[config.mk]
export PLATFORM = sky130hd
export DESIGN_NAME = tlc_stats
export DESIGN_NICKNAME = d
export VERILOG_FILES = /design/src/hdl/tlc_pkg.sv /design/src/hdl/tlc_stats.sv
export SDC_FILE = /design/constraint.sdc
export NUM_CORES = 1
export LEC_CHECK = 0
export ABC_CLOCK_PERIOD_IN_PS = 3670
export BUFFER_PORTS_ARGS = -buffer_cell sky130_fd_sc_hd__buf_2
export CAP_MARGIN = 15
export CORE_MARGIN = 5
export CORE_UTILIZATION = 58
export DETAILED_ROUTE_END_ITERATION = 10
export PLACE_DENSITY = 0.91
export SLEW_MARGIN = 20
export SYNTH_ARGS = -nofsm -noshare
export SYNTH_HDL_FRONTEND = slang
export SYNTH_SLANG_ARGS = --single-unit
[constraint.sdc]
create_clock -name clk -period 3.67 [get_ports clk]
set_input_delay 0.367 -clock clk [delete_from_list [all_inputs] [get_ports clk]]
set_output_delay 0.367 -clock clk [all_outputs]
set_load 0.005 [all_outputs]
[src/hdl/tlc_pkg.sv]
// ----------------------------------------------------------------------------
// tlc_pkg
// Types, constants and set-row helper functions for the two-level cache model.
// ----------------------------------------------------------------------------
package tlc_pkg;

  localparam int NEAR_SETS  = 64;
  localparam int FAR_SETS   = 512;
  localparam int WAY_COUNT  = 8;
  localparam int LINE_SHIFT = 6;

  localparam int ADDR_W     = 64;
  localparam int TAG_W      = ADDR_W - LINE_SHIFT;
  localparam int WAY_W      = (WAY_COUNT > 1) ? $clog2(WAY_COUNT) : 1;
  localparam int NEAR_IDX_W = (NEAR_SETS > 1) ? $clog2(NEAR_SETS) : 1;
  localparam int FAR_IDX_W  = (FAR_SETS > 1) ? $clog2(FAR_SETS) : 1;
  localparam int CNT_W      = 32;
  localparam int CNT_NUM    = 7;

  // Run counter slots.
  localparam int CNT_READS       = 0;
  localparam int CNT_WRITES      = 1;
  localparam int CNT_FIRST_HITS  = 2;
  localparam int CNT_FIRST_MISS  = 3;
  localparam int CNT_SECOND_HITS = 4;
  localparam int CNT_SECOND_MISS = 5;
  localparam int CNT_WRITEBACKS  = 6;

  typedef logic [TAG_W-1:0] tag_t;
  typedef logic [WAY_W-1:0] way_t;
  typedef logic [CNT_W-1:0] cnt_t;

  typedef struct packed {
    logic [ADDR_W-1:0] address;
    logic              write_req;
    logic              last_in_run;
  } in_item_t;

  typedef struct packed {
    logic       first_level_hit;
    logic       second_level_hit;
    logic [1:0] writebacks_now;
    cnt_t       total_reads;
    cnt_t       total_writes;
    cnt_t       total_first_hits;
    cnt_t       total_first_misses;
    cnt_t       total_second_hits;
    cnt_t       total_second_misses;
    cnt_t       total_writebacks;
  } out_item_t;

  typedef struct packed {
    tag_t [WAY_COUNT-1:0] tags;
    logic [WAY_COUNT-1:0] valid;
    logic [WAY_COUNT-1:0] dirty;
    way_t [WAY_COUNT-1:0] order;
  } set_row_t;

  localparam int ROW_W = $bits(set_row_t);

  typedef struct packed {
    logic hit;
    way_t way;
  } lookup_t;

  typedef struct packed {
    set_row_t row;
    logic     wb;
  } fill_t;

  // Per-access flags handed to the run statistics.
  typedef struct packed {
    logic       wr;
    logic       hit1;
    logic       hit2;
    logic [1:0] wbs;
  } stat_upd_t;

  typedef cnt_t [CNT_NUM-1:0] cnt_vec_t;

  function automatic set_row_t reset_row();
    set_row_t r;
    r = '0;
    for (int i = 0; i < WAY_COUNT; i++) begin
      r.order[i] = way_t'(i);
    end
    return r;
  endfunction

  function automatic lookup_t find_way(set_row_t r, tag_t blk);
    lookup_t l;
    l = '0;
    for (int w = 0; w < WAY_COUNT; w++) begin
      if (!l.hit && r.valid[w] && (r.tags[w] == blk)) begin
        l.hit = 1'b1;
        l.way = way_t'(w);
      end
    end
    return l;
  endfunction

  function automatic logic [WAY_COUNT-1:0][WAY_W-1:0] make_mru(
      logic [WAY_COUNT-1:0][WAY_W-1:0] ord, way_t way);
    logic [WAY_COUNT-1:0][WAY_W-1:0] o;
    int unsigned pos;
    logic found;
    pos = 0;
    found = 1'b0;
    for (int i = 0; i < WAY_COUNT; i++) begin
      if (!found && (ord[i] == way)) begin
        pos = i;
        found = 1'b1;
      end
    end
    for (int i = 0; i < WAY_COUNT; i++) begin
      if (i == 0) begin
        o[i] = way;
      end else if (i <= pos) begin
        o[i] = ord[i-1];
      end else begin
        o[i] = ord[i];
      end
    end
    return o;
  endfunction

  // Lowest invalid way, otherwise the way at the LRU position.
  function automatic way_t pick_victim(set_row_t r);
    way_t v;
    logic found;
    v = r.order[WAY_COUNT-1];
    found = 1'b0;
    for (int w = 0; w < WAY_COUNT; w++) begin
      if (!found && !r.valid[w]) begin
        v = way_t'(w);
        found = 1'b1;
      end
    end
    return v;
  endfunction

  function automatic fill_t fill_row(set_row_t r, tag_t blk, logic dirty);
    fill_t f;
    way_t v;
    v = pick_victim(r);
    f.wb = r.valid[v] & r.dirty[v];
    f.row = r;
    f.row.tags[v] = blk;
    f.row.valid[v] = 1'b1;
    f.row.dirty[v] = dirty;
    f.row.order = make_mru(r.order, v);
    return f;
  endfunction

endpackage

[src/hdl/tlc_stats.sv]
// ----------------------------------------------------------------------------
// tlc_stats
// Saturating run totals, updated once per item and cleared after a last item.
// ----------------------------------------------------------------------------
module tlc_stats (
  input  logic                clk,
  input  logic                rst_n,
  input  logic                commit,
  input  logic                last,
  input  tlc_pkg::stat_upd_t  upd,
  output tlc_pkg::cnt_vec_t   cnt_new
);

  tlc_pkg::cnt_vec_t cnt_r;
  logic [tlc_pkg::CNT_NUM-1:0][1:0] inc;

  always_comb begin
    inc = '0;
    inc[tlc_pkg::CNT_READS]       = {1'b0, ~upd.wr};
    inc[tlc_pkg::CNT_WRITES]      = {1'b0, upd.wr};
    inc[tlc_pkg::CNT_FIRST_HITS]  = {1'b0, upd.hit1};
    inc[tlc_pkg::CNT_FIRST_MISS]  = {1'b0, ~upd.hit1};
    inc[tlc_pkg::CNT_SECOND_HITS] = {1'b0, ~upd.hit1 & upd.hit2};
    inc[tlc_pkg::CNT_SECOND_MISS] = {1'b0, ~upd.hit1 & ~upd.hit2};
    inc[tlc_pkg::CNT_WRITEBACKS]  = upd.wbs;
  end

  always_comb begin
    logic [tlc_pkg::CNT_W:0] sum;
    for (int i = 0; i < tlc_pkg::CNT_NUM; i++) begin
      sum = {1'b0, cnt_r[i]} + {{(tlc_pkg::CNT_W-1){1'b0}}, inc[i]};
      cnt_new[i] = sum[tlc_pkg::CNT_W] ? '1 : sum[tlc_pkg::CNT_W-1:0];
    end
  end

  always_ff @(posedge clk) begin
    if (!rst_n) begin
      cnt_r <= '0;
    end else if (commit) begin
      cnt_r <= last ? '0 : cnt_new;
    end
  end

endmodule

### Word-level counts from Yosys, hierarchy flattened

Cells that the tools add are included.

| word-level totals | value |
|---|---|
| register bits after elaboration | 224 |
| input bits | 9 |

| cells by class | value |
|---|---|
| add/subtract/negate cells | 7 |
| mux-type cells | 8 |
| bitwise operators | 5 |

Operator list:

| kind | count |
|---|---|
| 224-bit two-way mux | 1 |
| 32-bit two-way mux | 7 |
| 32-bit by 1-bit adder with 33-bit output | 6 |
| 32-bit by 2-bit adder with 33-bit output | 1 |
| 1-bit NOT | 3 |
| 1-bit bitwise AND | 2 |

### Longest topological paths before layout

Gate-level depths: netlist of the first run.

| logic depth | value |
|---|---|
| depth in word-level cells | 5 |
| mapped depth | 11 |
| gate-level depth less buffers | 8 |

### Least setup slack after synthesis of the first run

OpenSTA, ideal clock, no wires.

| path | value |
|---|---|
| path kind | input-to-output |
| start point | input port upd[0] (netlist bit) |
| end point | output port cnt_new[195] (netlist bit) |
| data arrival time | 2,531 ps |
| data required time | 3,303 ps |
| setup slack | 772 ps |
| stages | 11 |
| cells stage by stage | ha_1 -> inv_1 -> fa_1 -> and3b_1 -> clkbuf_1 -> and4_1 -> buf_2 -> nand4_1 -> clkbuf_1 -> buf_1 -> nand2_1 |

RTL lines:

| element | line | source |
|---|---|---|
| from (decl) | tlc_stats.sv:10 | `input tlc_pkg::stat_upd_t upd,` |
| to (decl) | tlc_stats.sv:11 | `output tlc_pkg::cnt_vec_t cnt_new` |

==> results of run 1 <==
[cells in the final DEF (no fill, tap or decap), drive strengths merged, types with 41 or more instances in the layout]
master / Yosys / final
nor3: 163 / 163
nand3: 99 / 99
and3: 66 / 66
nor2: 145 / 145
inv: 46 / 46
dfxtp: 224 / 224
nand2: 280 / 280
and4: 71 / 71
o21ai: 146 / 146
nor4: 41 / 41
a21oi: 80 / 80
a31oi: 80 / 80
clkbuf: 135 / 43
xor2: 42 / 42
xnor2: 101 / 101
buf: 36 / 274
nand4: 76 / 76
[routing by layer]
layer	track usage, %	vias to the layer above
met5	0	-
met4	13.8	0
met3	4.78	197
met2	51.2	1037
met1	39.4	7958
li1	-	7954
[power groups by stage]
stage               clock network (mW)  logic, mW  registers, mW
floorplan                            0      0.143           2.49
global placement                     0      0.227           2.49
detailed placement                   0      0.233           2.49
CTS                               2.60      0.235           2.44
global route                      2.68      0.257           2.44
finish                            2.58      0.240           2.44
[how the worst max path moves through the flow]
stage	startpoint	to	slack, ns	cells past startpoint
6_report	cnt_r[192]	cnt_new[214]	0.07	9
5_1_grt	cnt_r[192]	cnt_new[214]	-0.03	9
4_1_cts	cnt_r[192]	cnt_new[222]	0.07	9
3_5_place_dp	upd[3]	cnt_new[81]	0.40	9
3_3_place_gp	upd[3]	cnt_new[67]	0.57	9
2_1_floorplan	upd[0]	cnt_new[195]	0.77	11
[cell usage after synthesis (4+ instances only)]
cell	instances	share of area, %
nor3_1	160	5.3
nor4_1	38	1.6
and4_1	71	4.1
a21oi_1	79	2.6
a41o_1	7	0.46
a211oi_1	33	1.6
nand3_1	99	3.3
o211a_1	4	0.26
nor4b_1	6	0.35
nor2b_1	8	0.33
clkbuf_1	135	3.3
nand2_1	280	6.9
buf_1	9	0.22
nor2_1	145	3.6
a41oi_1	14	0.81
nand4_1	76	3.1
mux2i_1	5	0.33
inv_1	46	1.1
a22oi_1	7	0.35
or4_1	7	0.35
xnor2_1	101	5.8
ha_1	14	1.2
dfxtp_1	224	30
xor2_1	42	2.4
a31oi_1	80	3.3
buf_2	26	0.86
o2bb2ai_1	4	0.23
o21a_1	15	0.74
and2_1	23	0.95
a21o_1	13	0.64
a31o_2	5	0.29
mux2_2	8	0.59
and3_1	66	2.7
o221a_2	5	0.37
a22o_1	19	1.1
nand2b_1	20	0.82
or3_1	16	0.66
o21ai_0	145	4.8
[layout make-up]
| cell class | instances | area share (%) |
|---|---|---|
| Multi-Input combinational cell | 1661 | 57.1 |
| Timing Repair Buffer | 274 | 8.64 |
| Sequential cell | 224 | 25.9 |
| Inverter | 47 | 1.02 |
| Tap cell | 335 | 2.42 |
| Clock buffer | 43 | 4.83 |
| Clock inverter | 1 | 0.0289 |
[kinds of logic (layout without fill, tap and decap cells)]
family | count (synthesis) | after routing | share of synthesized area, %
DFF | 224 | 224 | 29.6
buffers and inverters | 218 | 365 | 5.66
xor gates and xnor gates | 143 | 143 | 8.26
muxes | 13 | 13 | 0.924
and+or+nand+nor | 1036 | 1036 | 35.3
adders and majority gates | 15 | 15 | 1.29
AOI/OAI and AO/OA | 454 | 454 | 19.0
[worst max-delay path, delay by kind of cell, from the launching register on]
family,cells,cell delay (ns)
buf+inv,2,0.18
flops,1,0.33
fa+ha+maj,2,0.60
simple gates,4,1.36
xor+xnor,1,0.21
[stage by stage]
stage / std cells / hold WS, ns / setup WS (ns)
detailed placement: 2541 / 0.478 / 0.398
floorplan: 2103 / 0.454 / 0.772
CTS: 2585 / 0.184 / 0.0682
finish: 2585 / 0.225 / 0.0671
global placement: 2541 / 0.466 / 0.568
global route: 2585 / 0.233 / -0.0277
==> metrics.log, run 1 <==
INFO  metric cts.repair_timing.setup_buffer_count = 0
INFO  metric power-per-cell-area = approximately 300 mW/mm^2
INFO  metric synth_cell_types = a little under 70
INFO  metric post_cts_resize_count = 0
INFO  metric design.die.area = just under 0.03 sq mm
INFO  metric gp_congestion = ~0.92
INFO  metric antenna_cells = 0
INFO  metric timing.critical_path.required = between 3 and 4 ns
INFO  metric worst_slew_pin_slew = just over 0.9 ns
INFO  metric synth-main-ff-cell = dfxtp_1
INFO  metric clock_share_of_power = 49.1%
INFO  metric grt_overflow_total = 0
INFO  metric clk-insertion-delay-late = between 0.5 and 0.6 ns
INFO  metric total_design_power = approximately 5.3 mW
INFO  metric ctsHoldBuffers = 0
INFO  metric status = complete, no violations
INFO  metric cap_viol_max_count = 0
INFO  metric grt_setup_unrepaired = yes
INFO  metric timing_hold_violations_final = 0
INFO  metric port_buffers = approximately 230
INFO  metric largestRegisters = cnt_r: 224 flops
INFO  metric setup-tns-final = 0 ns
INFO  metric detailedPlacementHpwl = 32.5 mm
INFO  metric die_height = about 170 microns
INFO  metric grt_start_max_net_pins = 62
INFO  metric clock-sinks = between 200 and 250
INFO  metric post-route-period-util = between 90% and 100%
INFO  metric critical-path-max-stage-delay = approximately 0.51 ns
INFO  metric critical_path_peak_fanout = 8
INFO  metric ys_async_sr_fraction = 0%
INFO  metric dr.first_iter.drc_count = about 2.1k
INFO  metric clock_tree_from_tritoncts = done
INFO  metric worstRegToRegCells = 8
INFO  metric p_seq_share = 46.3%
INFO  metric r2r_path_end = cnt_r[197]
INFO  metric areaGrowthSynthToFinish = 14.0%
INFO  metric initial_utilization = between 50% and 60%
INFO  metric final-seq-area = 0.00448 sq mm
INFO  metric timing.critical_path.from_type = flip-flop
INFO  metric wire_length_of_the_first_global_routing_pass = 76.7 mm
INFO  metric route.detailed.wl_per_inst = around 19 microns
INFO  metric worst_hold_path_type = input port to flip-flop
INFO  metric clock-root-buffer = clkbuf_16
INFO  metric switchingPower = between 1 and 1.5 mW
INFO  metric drt_pass1_iterations = 6
INFO  metric syn-mean-instance-area = a little over 7 sq um
INFO  metric portion_of_the_post_synthesis_area_used_by_sequential_elements = between 20% and 30%
INFO  metric netlist_area_before_placement = between 0.015 and 0.02 sq mm
INFO  metric switching_share = 23.4%
INFO  metric cp_cell_sequence = ha_1 -> inv_1 -> fa_1 -> and3b_1 -> nand4_1 -> nor3_1 -> xnor2_1 -> nand2_1 -> buf_2
INFO  metric numCtsBuffers = 26
INFO  metric comb_power_share = about 4.6%
INFO  metric postLayoutCellArea = 0.0173 sq mm
INFO  metric ir_worst_vdd = 0.000342 V
INFO  metric layout_min_cycle_time = 3.60 ns
INFO  metric grt_usage = between 30 and 40%
INFO  metric synth.yosys.warnings = 0
INFO  metric critical_path.endpoint_type = output port
INFO  metric postPlaceCellArea = 0.0164 sq mm
INFO  metric hold_path_startpoint = commit
INFO  metric synth-seq-cells = 224
INFO  metric setup.reg_to_reg.worst_slack = 0.88 ns
INFO  metric timing.clock.skew = 0.00807 ns
INFO  metric fin_nets = ~2.3k
INFO  metric top_register = cnt_r
INFO  metric power_report.internal_total = approximately 4.0 mW
INFO  metric h-tree-depth = 1
INFO  metric largest_register_ffs = 224
INFO  metric multiInputGateArea = 0.00988 sq mm
INFO  metric p_leak = 7.37 nW
INFO  metric crit_path_top_delay_cell = nor3_1
INFO  metric mappedNetlistNets = about 2.1k
INFO  metric fillers = about 2.1k
INFO  metric met2_length = about 22 mm
INFO  metric rr_startpoint = cnt_r[192]
INFO  metric drc = 0
INFO  metric design.portCount = between 200 and 250
INFO  metric timing.final.setup_violations = 0
INFO  metric finalWirelength = between 40 and 50 mm
INFO  metric whs_endpoint = cnt_r[93]
INFO  metric syn_inst = 2103
INFO  metric die_w = between 150 and 200 microns
INFO  metric hold-path-cell-count = 2
INFO  metric grt_antenna_before_repair = 0
INFO  metric avgViaCountPerCell = approximately 6.6
INFO  metric dr_total_vias = between 15k and 20k
INFO  metric clockBufferDepth = 3
INFO  metric drt-met1-wl = 18.7 mm
INFO  metric timing_max_transition_violations_final = 0
INFO  metric synth_edf_count = 0
INFO  metric drive_gt1_share = about 16%
INFO  metric achievable-frequency = approximately 280 MHz
INFO  metric std_cell_rows = 59
INFO  metric placeableCoreArea = roughly 0.026 sq mm
INFO  metric path_clk_slew = ~0.06 ns
INFO  metric dr_wl_met3 = between 4 and 5 mm
INFO  metric max-slew-margin-rel = roughly two fifths
INFO  metric antenna_left = 0
INFO  metric first_global_vias = around 16k
INFO  metric top_layer = met4
INFO  metric worstSetupPathType = flip-flop to output port
INFO  metric worst_ep_arrival_time = between 3 and 4 ns
INFO  metric post-route-util = between 60% and 70%
(Power assumes the default switching activity.)
==> run 2, diff against run 1 <==
--- a/config.mk
+++ b/config.mk
@@ -8,10 +8,10 @@
 export ABC_CLOCK_PERIOD_IN_PS = 3670
 export BUFFER_PORTS_ARGS = -buffer_cell sky130_fd_sc_hd__buf_2
 export CAP_MARGIN = 15
-export CORE_MARGIN = 5
 export CORE_UTILIZATION = 58
 export DETAILED_ROUTE_END_ITERATION = 10
 export PLACE_DENSITY = 0.91
+export SETUP_SLACK_MARGIN = 0.15
 export SLEW_MARGIN = 20
 export SYNTH_ARGS = -nofsm -noshare
 export SYNTH_HDL_FRONTEND = slang
==> metrics.log, run 2 (synthesis results as in run 1) <==
INFO  metric cells_after_dpl = 2531 (-0.39%)
INFO  metric drc = 0 (unchanged)
INFO  metric design.die.area = 0.0268 sq mm (-9.1%)
INFO  metric status = complete, no violations
INFO  metric port_buffers = 232 (unchanged)
INFO  metric p_leak = 7.39 nW (+0.28%)
INFO  metric clock-sinks = 224 (unchanged)
INFO  metric worst_slew_pin_slew = 0.810 ns (-0.104 ns)
INFO  metric die_height = 164 microns (-4.7%)
INFO  metric worst_ep_arrival_time = 3.03 ns (-0.21 ns)
INFO  metric ir_worst_vdd = 0.000325 V (-4.8%)
INFO  metric wire_length_of_the_first_global_routing_pass = 73.5 mm (-4.1%)
INFO  metric worstSetupPathType = flip-flop to output port
INFO  metric detailedPlacementHpwl = 31.8 mm (-2.2%)
INFO  metric largest_register_ffs = 224 (unchanged)
INFO  metric critical_path.endpoint_type = output port
INFO  metric final-instance-count-excl-fill = 2583 (-0.077%)
INFO  metric route.detailed.wl_per_inst = 18.0 microns (-2.8%)
INFO  metric dr.first_iter.drc_count = 1917 (-9.6%)
INFO  metric grt_setup_unrepaired = yes
INFO  metric crit_path_top_delay_cell = fa_1
INFO  metric grt_antenna_before_repair = 1 (+1)
INFO  metric design.portCount = 233 (unchanged)
INFO  metric die_w = 164 microns (-4.7%)
INFO  metric cp_cell_sequence = ha_1 -> inv_1 -> fa_1 -> and3b_2 -> and2_1 -> nand4_1 -> a21boi_0 -> nand2_1 -> buf_2
INFO  metric power_report.internal_total = 4.05 mW (+0.32%)
INFO  metric avgViaCountPerCell = 6.60 (-0.43%)
INFO  metric max-slew-margin-rel = 45.6% (+7.1 points)
INFO  metric drt_pass1_iterations = 6 (unchanged)
INFO  metric power-per-cell-area = 305 mW/mm^2 (+0.27%)
INFO  metric timing_hold_violations_final = 0 (unchanged)
INFO  metric grt_start_max_net_pins = 79 (+27%)
INFO  metric initial_utilization = 59.7% (+1.2 points)
INFO  metric clk-insertion-delay-late = 0.54 ns (about the same)
INFO  metric timing_max_transition_violations_final = 0 (unchanged)
INFO  metric clock-root-buffer = clkbuf_16
INFO  metric grt_overflow_total = 0 (unchanged)
INFO  metric timing.final.setup_violations = 0 (unchanged)
INFO  metric timing.critical_path.required = 3.30 ns (about the same)
INFO  metric path_clk_slew = 0.06 ns (about the same)
INFO  metric clock_share_of_power = 49.3% (+0.2 points)
INFO  metric clockBufferDepth = 3 (unchanged)
INFO  metric layout.cells.most_common_list = nand2_1, buf_2, dfxtp_1
INFO  metric worst_hold_path_type = input port to flip-flop
INFO  metric comb_power_share = 4.6% (about the same)
INFO  metric finalWirelength = 46.5 mm (-2.9%)
INFO  metric h-tree-depth = 1 (unchanged)
INFO  metric final_common_cell = nand2_1
INFO  metric first_global_vias = 15.2k (-2.6%)
INFO  metric std_cell_rows = 58 (-1.7%)
INFO  metric critical-path-max-stage-delay = 0.42 ns (-0.09 ns)
INFO  metric dr_total_vias = 17.1k (-0.51%)
INFO  metric setup-tns-final = 0 ns (unchanged)
INFO  metric cap_viol_max_count = 0 (unchanged)
INFO  metric areaGrowthSynthToFinish = 14.4%
INFO  metric clock_tree_from_tritoncts = done
INFO  metric placeableCoreArea = 0.0254 sq mm (-2.0%)
INFO  metric achievable-frequency = 295 MHz (+6.1%)
INFO  metric layout_min_cycle_time = 3.39 ns (-0.208 ns)
INFO  metric antenna_left = 0 (unchanged)
INFO  metric switching_share = 23.6% (+0.17 points)
INFO  metric post-route-period-util = 92.5% (-5.7 points)
INFO  metric timing.critical_path.from_type = flip-flop
INFO  metric numCtsBuffers = 26 (unchanged)
INFO  metric switchingPower = 1.25 mW (+1.3%)
INFO  metric gp_congestion = 0.951 (+3.2%)
INFO  metric drive_gt1_share = 16.1% (+0.39 points)
INFO  metric timing.clock.skew = 0.0220 ns (+0.0140 ns)
INFO  metric grt_usage = 33.0% (+2.3 points)
INFO  metric critical_path_peak_fanout = 9 (+1)
INFO  metric fin_nets = 2256 (-0.089%)
INFO  metric largestRegisters = cnt_r: 224 flops
INFO  metric p_seq_share = 46.1% (-0.2 points)
INFO  metric top_register = cnt_r
==> run 2: cell count changes in the layout (fill, tap and decap cells not counted), moves of 2 or more <==
| cell | before | now |
|---|---|---|
| buf_4 | 41 | 37 |
| clkinv_2 | 1 | 5 |
| buf_12 | 1 | 3 |
| nor3_1 | 159 | 157 |
| nor3_2 | 4 | 6 |
| or4_1 | 7 | 5 |
| or4_4 | 1 | 3 |
==> run 2: worst paths after layout <==
| kind | start | endpoint | slack, ns | cells after the start |
|---|---|---|---|---|
| max | cnt_r[192] | cnt_new[217] | 0.28 | 9 |
| min | upd[0] | cnt_r[192] | 0.30 | 4 |
| max reg2reg | cnt_r[192] | cnt_r[199] | 0.95 | 8 |
| min reg2reg | cnt_r[96] | cnt_r[96] | 0.49 | 1 |
==> run 2: power groups by stage <==
stage,combinational [mW],sequential (mW),clock (mW)
after CTS,0.238,2.44,2.62
after global routing,0.259,2.44,2.72
after global placement,0.231,2.49,0
after detailed placement,0.237,2.49,0
final,0.244,2.44,2.61
after floorplan,0.143,2.49,0
==> run 2: final cells by class <==
type / count / area (sq um)
Fill cell: 2055 / 8050
Tap cell: 330 / 413
Clock inverter: 5 / 25.0
Antenna cell: 1 / 2.50
Timing Repair Buffer: 272 / 1510
Clock buffer: 43 / 836
Inverter: 47 / 176
Multi-Input combinational cell: 1661 / 9900
Sequential cell: 224 / 4490
==> run 2: per-stage QoR <==
step	hold slack [ns]	worst slack, ns	util [%]	cell area (sq um)	total power [mW]
after global routing	0.317	0.138	68.3	17300	5.42
final	0.299	0.276	68.3	17300	5.29
after floorplan	0.454	0.772	-	15200	2.63
after global placement	0.466	0.606	64.6	16400	2.72
after CTS	0.292	0.151	68.0	17300	5.30
after detailed placement	0.471	0.505	64.6	16400	2.73
==> run 2: worst max-delay path, delay by kind of cell (launching register included) <==
| family | cells | cell delay, ns |
|---|---|---|
| compound gates | 1 | 0.28 |
| fa+ha+maj | 2 | 0.62 |
| buf+inv | 2 | 0.19 |
| flops | 1 | 0.34 |
| simple gates | 4 | 1.09 |
==> run 2: timing repair <==
action                                 in CTS  in global routing
endpoints found under the hold margin       0                  0
buffers inserted                            0                  3
setup endpoints to repair                   3                 55
resized for setup                           2                 11
hold buffers                                0                  0
pin swaps                                   0                  5
==> run 2: layer usage <==
| layer | up-vias | GRT usage [%] | part of all wire (%) |
|---|---|---|---|
| met5 | - | 0 | 0 |
| met4 | 0 | 14.1 | 4.3 |
| met3 | 203 | 4.90 | 9.8 |
| met2 | 1009 | 54.6 | 46 |
| met1 | 7882 | 42.7 | 40 |
| li1 | 7965 | - | - |
